**config.mk**
```make
export PLATFORM = sky130hd
export DESIGN_NAME = utf8_stream_validator
export DESIGN_NICKNAME = d
export VERILOG_FILES = /design/src/hw/rtl/utf8sv_pkg.sv /design/src/hw/rtl/utf8_stream_validator.sv /design/src/hw/rtl/utf8sv_step.sv
export VERILOG_INCLUDE_DIRS = /design/src /design/src/hw/rtl
export SDC_FILE = /design/constraint.sdc
export NUM_CORES = 1
export LEC_CHECK = 0
export ABC_AREA = 1
export BUFFER_PORTS_ARGS = -buffer_cell sky130_fd_sc_hd__buf_4
export CORE_MARGIN = 3
export CORE_UTILIZATION = 25
export CTS_CLUSTER_SIZE = 28
export DETAILED_ROUTE_END_ITERATION = 10
export SETUP_SLACK_MARGIN = 0.3
export SLEW_MARGIN = 20
export SYNTH_ARGS = -nofsm -noshare
export SYNTH_HDL_FRONTEND = slang
export SYNTH_HIERARCHICAL = 1
export SYNTH_SLANG_ARGS = --single-unit
```
**constraint.sdc**
```tcl
create_clock -name clock -period 2.5 [get_ports clock]
set_clock_uncertainty 0.2 [all_clocks]
set_input_delay 0.25 -clock clock [delete_from_list [all_inputs] [get_ports clock]]
set_output_delay 0.25 -clock clock [all_outputs]
set_load 0.01 [all_outputs]
```
**src/hw/rtl/utf8_stream_validator_macros.svh**
```systemverilog
// Assertion macros for the UTF-8 stream validator.
`ifndef UTF8_STREAM_VALIDATOR_MACROS_SVH
`define UTF8_STREAM_VALIDATOR_MACROS_SVH

// Same-cycle implication, checked outside reset.
`define UTF8SV_ASSERT_NOW(label, clk, rst, ante, cons, msg) \
   label: assert property (@(posedge clk) disable iff (rst) (ante) |-> (cons)) \
      else $error(msg);

// Next-cycle implication, checked outside reset.
`define UTF8SV_ASSERT_NEXT(label, clk, rst, ante, cons, msg) \
   label: assert property (@(posedge clk) disable iff (rst) (ante) |=> (cons)) \
      else $error(msg);

`endif

```
**src/hw/rtl/utf8sv_pkg.sv**
```systemverilog
// Types, constants and helpers shared by the UTF-8 stream validator.
package utf8sv_pkg;

   localparam int CP_WIDTH = 22;

   localparam logic [7:0] CONT_MASK     = 8'hC0;
   localparam logic [7:0] CONT_TAG      = 8'h80;
   localparam logic [7:0] LEAD_TWO_MIN  = 8'hC2;
   localparam logic [7:0] LEAD_THREE    = 8'hE0;
   localparam logic [7:0] LEAD_FOUR     = 8'hF0;
   localparam logic [CP_WIDTH-1:0] SURROGATE_LO = 22'h00D800;
   localparam logic [CP_WIDTH-1:0] SURROGATE_HI = 22'h00DFFF;
   localparam logic [CP_WIDTH-1:0] CP_MAX       = 22'h10FFFF;

   typedef enum logic [1:0] {
      STATUS_CONTINUE = 2'd0,
      STATUS_VALID    = 2'd1,
      STATUS_INVALID  = 2'd2,
      STATUS_SKIPPED  = 2'd3
   } status_type;

   typedef struct packed {
      logic [1:0]          bytes_expected;
      logic [7:0]          lead_byte;
      logic [CP_WIDTH-1:0] partial_code_point;
      logic                skipping;
   } state_type;

   function automatic logic [1:0] continuations(input logic [7:0] lead);
      logic [1:0] count;
      if (lead >= LEAD_FOUR) begin
         count = 2'd3;
      end else if (lead >= LEAD_THREE) begin
         count = 2'd2;
      end else begin
         count = 2'd1;
      end
      return count;
   endfunction

endpackage

```
**src/hw/rtl/utf8_stream_validator.sv**
```systemverilog
// UTF-8 stream validator top level: input register, decode, result register.
// The accepted byte waits in the input register until it advances; its status is
// then offered from the result register.
// Throughput: one byte per cycle; the input register advances whenever the
// result register is empty or its status is being taken.
// Reset (synchronous, active high): both registers empty, lead position,
// not skipping.
`include "utf8_stream_validator_macros.svh"

module utf8_stream_validator (
   input  logic       clock,
   input  logic       reset,
   input  logic       req_valid,
   output logic       req_ready,
   input  logic [7:0] req_byte_value,
   output logic       rsp_valid,
   input  logic       rsp_ready,
   output logic [1:0] rsp_status
);

   logic                   in_valid_ff;
   logic                   in_valid_in;
   logic [7:0]             in_byte_ff;
   logic                   out_valid_ff;
   logic                   out_valid_in;
   utf8sv_pkg::status_type status_ff;
   utf8sv_pkg::state_type  state_ff;
   utf8sv_pkg::state_type  state_in;
   utf8sv_pkg::status_type status_in;
   logic                   advance;

   utf8sv_step u_step (
      .state      (state_ff),
      .byte_value (in_byte_ff),
      .state_next (state_in),
      .status     (status_in)
   );

   assign advance      = in_valid_ff && (!out_valid_ff || rsp_ready);
   assign req_ready    = !in_valid_ff || advance;
   assign in_valid_in  = (req_valid && req_ready) || (in_valid_ff && !advance);
   assign out_valid_in = advance || (out_valid_ff && !rsp_ready);

   always_ff @(posedge clock) begin
      if (reset) begin
         in_valid_ff  <= 1'b0;
         out_valid_ff <= 1'b0;
         state_ff     <= '0;
      end else begin
         in_valid_ff  <= in_valid_in;
         out_valid_ff <= out_valid_in;
         if (advance) begin
            state_ff <= state_in;
         end
      end
   end

   always_ff @(posedge clock) begin
      if (req_valid && req_ready) begin
         in_byte_ff <= req_byte_value;
      end
      if (advance) begin
         status_ff <= status_in;
      end
   end

   assign rsp_valid  = out_valid_ff;
   assign rsp_status = status_ff;

   `UTF8SV_ASSERT_NEXT(a_skip_reports_skipped, clock, reset, advance && state_ff.skipping, rsp_valid && (rsp_status == utf8sv_pkg::STATUS_SKIPPED), "skipping item not reported as skipped")
   `UTF8SV_ASSERT_NOW(a_pending_has_lead, clock, reset, state_ff.bytes_expected != 2'd0, state_ff.lead_byte[7], "continuation due without a lead byte")
   `UTF8SV_ASSERT_NOW(a_skip_at_lead, clock, reset, state_ff.skipping, state_ff.bytes_expected == 2'd0, "skipping while a sequence is open")
   `UTF8SV_ASSERT_NOW(a_stall_holds_item, clock, reset, !req_ready, in_valid_ff && out_valid_ff && !rsp_ready, "input stalled without a held item")

endmodule

```
**src/hw/rtl/utf8sv_step.sv**
```systemverilog
// Per-byte decode: next sequence state and status for one item.
module utf8sv_step (
   input  utf8sv_pkg::state_type  state,
   input  logic [7:0]             byte_value,
   output utf8sv_pkg::state_type  state_next,
   output utf8sv_pkg::status_type status
);

   logic [1:0]                      total;
   logic                            second;
   logic                            is_cont;
   logic [utf8sv_pkg::CP_WIDTH-1:0] shifted;
   logic [1:0]                      expected_dec;
   utf8sv_pkg::state_type           reject_state;

   assign total        = utf8sv_pkg::continuations(state.lead_byte);
   assign second       = (state.bytes_expected == total);
   assign is_cont      = ((byte_value & utf8sv_pkg::CONT_MASK) == utf8sv_pkg::CONT_TAG);
   assign shifted      = {state.partial_code_point[utf8sv_pkg::CP_WIDTH-7:0], byte_value[5:0]};
   assign expected_dec = state.bytes_expected - 2'd1;

   always_comb begin
      reject_state          = '0;
      reject_state.skipping = (byte_value != 8'd0);
   end

   always_comb begin
      state_next = state;
      status     = utf8sv_pkg::STATUS_CONTINUE;
      priority if (state.skipping) begin
         if (byte_value == 8'd0) begin
            state_next.skipping = 1'b0;
         end
         status = utf8sv_pkg::STATUS_SKIPPED;
      end else if (state.bytes_expected == 2'd0) begin
         if (!byte_value[7]) begin
            status = (byte_value == 8'd0) ? utf8sv_pkg::STATUS_VALID
                                           : utf8sv_pkg::STATUS_CONTINUE;
         end else begin
            state_next.lead_byte          = byte_value;
            state_next.bytes_expected     = utf8sv_pkg::continuations(byte_value);
            state_next.partial_code_point = {18'd0, byte_value[3:0]};
         end
      end else if (!is_cont || (second && (state.lead_byte < utf8sv_pkg::LEAD_TWO_MIN))) begin
         state_next = reject_state;
         status     = utf8sv_pkg::STATUS_INVALID;
      end else begin
         state_next.partial_code_point = shifted;
         state_next.bytes_expected     = expected_dec;
         if (expected_dec == 2'd0) begin
            if (((total == 2'd2) && (shifted >= utf8sv_pkg::SURROGATE_LO)
                 && (shifted <= utf8sv_pkg::SURROGATE_HI))
                || ((total == 2'd3) && (shifted > utf8sv_pkg::CP_MAX))) begin
               state_next = reject_state;
               status     = utf8sv_pkg::STATUS_INVALID;
            end else begin
               state_next.lead_byte          = 8'd0;
               state_next.partial_code_point = '0;
            end
         end
      end
   end

endmodule
```
# Word level (Yosys, flattened, before mapping)
# Index checks and enable logic that the tools add are counted.
[totals]
out_inout_bits = 4
reg_bits = 39
wordCells = 68
[op_classes]
n_mux = 19
n_reduce_logical = 26
order_cmp = 8
addsub = 1
bitwise_logic = 1
n_eq_ne = 5
[ops]
columns = ["op", "n"]
rows = [
  ["33-bit two-way mux", 2],
  ["32-bit two-way mux", 2],
  ["8-bit >= comparator (second input constant)", 4],
  ["22-bit by 16-bit >= comparator with 1-bit output (second input constant)", 1],
  ["22-bit by 21-bit > comparator with 1-bit output (second input constant)", 1],
  ["22-bit by 16-bit less-or-equal comparator with 1-bit output (second input constant)", 1],
  ["2-bit two-way mux", 10],
  ["1-bit logical AND", 8],
  ["8-bit logical NOT", 1],
  ["8-bit < comparator (second input constant)", 1],
  ["8-bit nonzero test", 1],
  ["2-bit equality test (second input constant)", 3],
  ["1-bit logical OR", 6],
  ["1-bit logical NOT", 5],
  ["1-bit two-way mux", 5],
  ["2-bit logical NOT", 2],
  ["4-bit AND reduction", 1],
  ["3-bit AND reduction", 1],
  ["3-bit nonzero test", 1],
  ["2-bit equality test", 1],
  ["2-bit != test (second input constant)", 1],
  ["2-bit by 1-bit subtractor with 2-bit output (second input constant)", 1],
  ["1-bit inverter", 1],
]

# Longest topological paths before layout
[depth]
ltp_word = 12
mapped_depth = 16

# Hierarchy
# The synthesis kept the hierarchy.
[by_module_without_submodules]
columns = ["module", "area_each_um2", "n_inst", "cells_each"]
rows = [
  ["utf8_stream_validator", 1881.8, 1, 239],
  ["utf8sv_step", 855.8, 1, 190],
]

# Worst setup path after synthesis
# No wires, ideal clock.
[synth_path]
path_type = "reg2reg"
startpoint = "reg state_ff[31] in the netlist's numbering"
endpoint = "reg state_ff[15] in the netlist's numbering"
setup_time_ns = 0.115
t_required_ns = 2.185
path_stages_with_launch = 15
t_arrival_ns = 1.637
slack_ns = 0.548
path_cell_list = "dfxtp_1 inv_1 ha_1 buf_2 inv_1 nor2_2 nor2_4 inv_2 buf_4 nand2_1 o21ai_1 inv_1 nand3_1 nand2_1 nor2_1"
[synth_via]
elab_chain_cells = 5
word_cells_on_any_way = 11
cone_classes = "add/sub: 1; eq/ne: 2; mux: 3; reduce/logical: 5"
[synth_lines]
columns = ["item", "line", "source"]
rows = [
  ["start, declared", "utf8_stream_validator.sv:27", "utf8sv_pkg::state_type state_ff;"],
  ["start signal, assigned", "utf8_stream_validator.sv:53", "state_ff <= state_in;"],
  ["2-bit by 1-bit subtractor with 2-bit output or 2-bit equality test (tied branches)", "utf8sv_step.sv:20, utf8sv_step.sv:17", ""],
  ["2-bit logical NOT or 1-bit logical AND (tied branches)", "utf8sv_step.sv:50, utf8sv_step.sv:44", ""],
  ["33-bit two-way mux or 1-bit logical OR (tied branches)", "utf8sv_step.sv:50, utf8sv_step.sv:44", ""],
  ["33-bit two-way mux", "utf8sv_step.sv:44", "end else if (!is_cont || (second && (state.lead_byte < utf8sv_pkg::LEAD_TWO_MIN))) begin"],
  ["32-bit two-way mux", "utf8sv_step.sv:35", "end else if (state.bytes_expected == 2'd0) begin"],
]
# Parallel ways exist; a longest one is shown, timed or not. The select of a mux whose other input is x is not followed.
# A chain may end at the register's enable or synchronous reset.

# Worst setup path after layout
[layout_path]
startpoint = "reg state_ff[31] in the netlist's numbering"
endpoint = "reg state_ff[5] in the netlist's numbering"
# The elaborated chain is that of the path after synthesis.

==> impl_metrics.py <==
metrics = {
    "drt": {
        "drt-wirelength-per-cell_microns": 11.1,
        "vias": 2168,
        "drtAntennaViolNets": 0,
        "drcViolationCount": 0,
        "dr.pass1.iters": 4,
        "via_per_inst": 4.50,
        "first_iter_violations": 134,
        "wl_microns": 5350,
    },
    "placed_design": {
        "placed_cells": 465,
        "preCtsSetupSlack_ns": 0.337,
        "port_buffers": 15,
        "gp_congestion": 0.917,
        "dpl.hpwl_microns": 3520,
    },
    "timing": {
        "fin_setup_tns_ns": 0,
        "finalCriticalPeriod_ns": 2.00,
        "worst_slew_pin_slew_ns": 0.923,
        "timing.fmax_mhz": 499,
        "rsz0062_at_grt": "true",
        "slew_headroom_pct": 38.3,
        "hold_viol": 0,
        "drv_slew": 0,
        "fin_ws_ns": 0.497,
        "fin_crit_sh_pct": 80.1,
        "setup_viol": 0,
    },
    "setup_path": {
        "cp_slowest_stage_delay_ns": 0.38,
        "path_cells": "inv_1 > ha_4 > inv_1 > nor2_4 > nor2_4 > inv_2 > nand2_1 > o21ai_1 > inv_1 > nand3_1 > nand2_1 > nor2_1",
        "required_ns": 2.48,
        "crit_fanout": 9,
        "cp-end-kind": "register",
        "cp-start-kind": "register",
        "cpMaxStageDelayCell": "dfxtp_2",
        "cp_data_arrival_time_ns": 1.98,
        "crit_path_frequent_cell": "inv_1",
        "path_class": "register to register",
    },
    "cells_and_area": {
        "syn2layout_area_growth_pct": 12.2,
        "fin_cells": 482,
        "ff_latch_area_sq_um": 865,
        "fill_cells": 1003,
        "fin_util_pct": 29.6,
        "drive_above_1_share_pct": 10.7,
        "antenna_cells": 0,
        "multi_input_area_sq_um": 1130,
        "fin_nets": 387,
    },
    "clock_tree": {
        "cts_made_buffers": 5,
        "cts_tree": "done",
        "cts_max_path_buffers": 2,
        "clkLatencyLatePin_ns": 0.30,
        "ctsHtreeMaxLevel": 2,
        "numClockSinks": 38,
        "postCtsSetupBuffers": 0,
        "clkTransAtPathRegs_ns": 0.08,
        "cts_root_buffer": "clkbuf_8",
    },
    "synthesis": {
        "postSynthAreaPerCell_sq_um": 6.44,
        "mappedNetlistArea_sq_um": 2360,
        "synthCells": 366,
        "ys_warn_count": 6,
        "syn-num-nets": 380,
    },
    "power_and_ir_drop": {
        "powerDensity_nw_per_um2": 546,
        "vdd_drop_max_mv": 0.315,
        "leakage_nw": 1.19,
    },
    "global_routing": {
        "grt_usage_pct": 11.0,
        "grt-ovfl-total": 0,
        "grt_pass1_vias": 2030,
        "grt_pass1_wl_microns": 9360,
        "antenna_found_initial": 0,
        "grt_max_degree": 54,
    },
    "flow_run": {
        "maxCapViolCount": 0,
    },
    "floorplan": {
        "core.rowCount": 34,
        "core_sq_um": 8930,
        "die_w_microns": 103,
        "die_area_sq_um": 10600,
        "die_h_microns": 103,
        "start_util_pct": 26.4,
        "pin_count": 16,
    },
    "worst_hold_path": {
        "hold_class": "input port to register",
    },
    "outcome": {
        "status": "completed",
    },
}
## path summary, 6_finish.rpt
kind / from / slack (ns) / cells past startpoint / end
min reg2reg: in_valid_ff / 0.28 / 2 / rsp_valid
min: req_valid / 0.008 / 3 / in_valid_ff
max reg2reg: state_ff[31] / 0.50 / 12 / state_ff[5]
max: state_ff[31] / 0.50 / 12 / state_ff[5]
## power breakdown
group | switching, mW | internal (mW)
Combinational | 0.194 | 0.126
Sequential | 0.0369 | 0.675
Clock | 0.218 | 0.193
Total | 0.450 | 0.994
## flip-flops by register name, summed over array words and instances, names as in the netlist
| register | cells |
|---|---|
| rsp_status | 2 |
| state_ff | 26 |
| rsp_valid | 1 |
| in_valid_ff | 1 |
| in_byte_ff | 8 |
## what timing repair did
item | CTS | global route
gates resized for setup | 1 | 5
endpoints found under the setup margin | 1 | 23
hold buffers | 9 | 0
endpoints found under the hold margin | 10 | 0
## layer usage
layer  GRT usage (%)  up-vias  share of wire (%)
met2            15.6       51                 41
met4            3.59        0                1.0
met1            15.8      960                 51
met3            3.25        5                6.7
met5               0        -                  0
li1                -     1152                  -
## cell type report
type,instances,area share (%)
Sequential cell,38,32.7
Tap cell,108,5.11
Multi-Input combinational cell,246,42.8
Clock buffer,6,2.74
Clock inverter,2,0.378
Inverter,55,7.81
Timing Repair Buffer,27,8.51
## worst max-delay path: cells and delay by family, from the launching register on
kind | cells | cell delay (ns)
compound gates | 1 | 0.06
fa+ha+maj | 1 | 0.21
buf+inv | 4 | 0.46
flops | 1 | 0.38
simple gates | 6 | 0.58
## metrics by stage
stage,hold slack [ns],cell area [sq um],power (mW)
5_1_grt,0.0222,2650,1.55
4_1_cts,0.00584,2630,1.46
3_5_place_dp,0.229,2450,1.02
2_1_floorplan,0.119,2360,0.965
6_report,0.00812,2650,1.44
3_3_place_gp,0.228,2450,1.02
## cells in the final DEF, fill, tap and decap left out
cell / count
nand2_1: 94
inv_1: 52
nor2_1: 46
a21oi_1: 37
nand3_1: 37
dfxtp_1: 25
buf_4: 18
edfxtp_1: 10
dlygate4sd3_1: 9
o21ai_1: 7
o22ai_1: 6
clkbuf_8: 5
o21ai_0: 4
inv_2: 3
dfxtp_2: 3
nor2_4: 3
nand2_2: 2
clkinv_2: 2
nor2_2: 2
o211ai_1: 2
clkbuf_1: 1
nand4_1: 1
nand2_4: 1
a32oi_1: 1
nor3_1: 1
ha_4: 1
ha_1: 1
(Power assumes the default switching activity.)
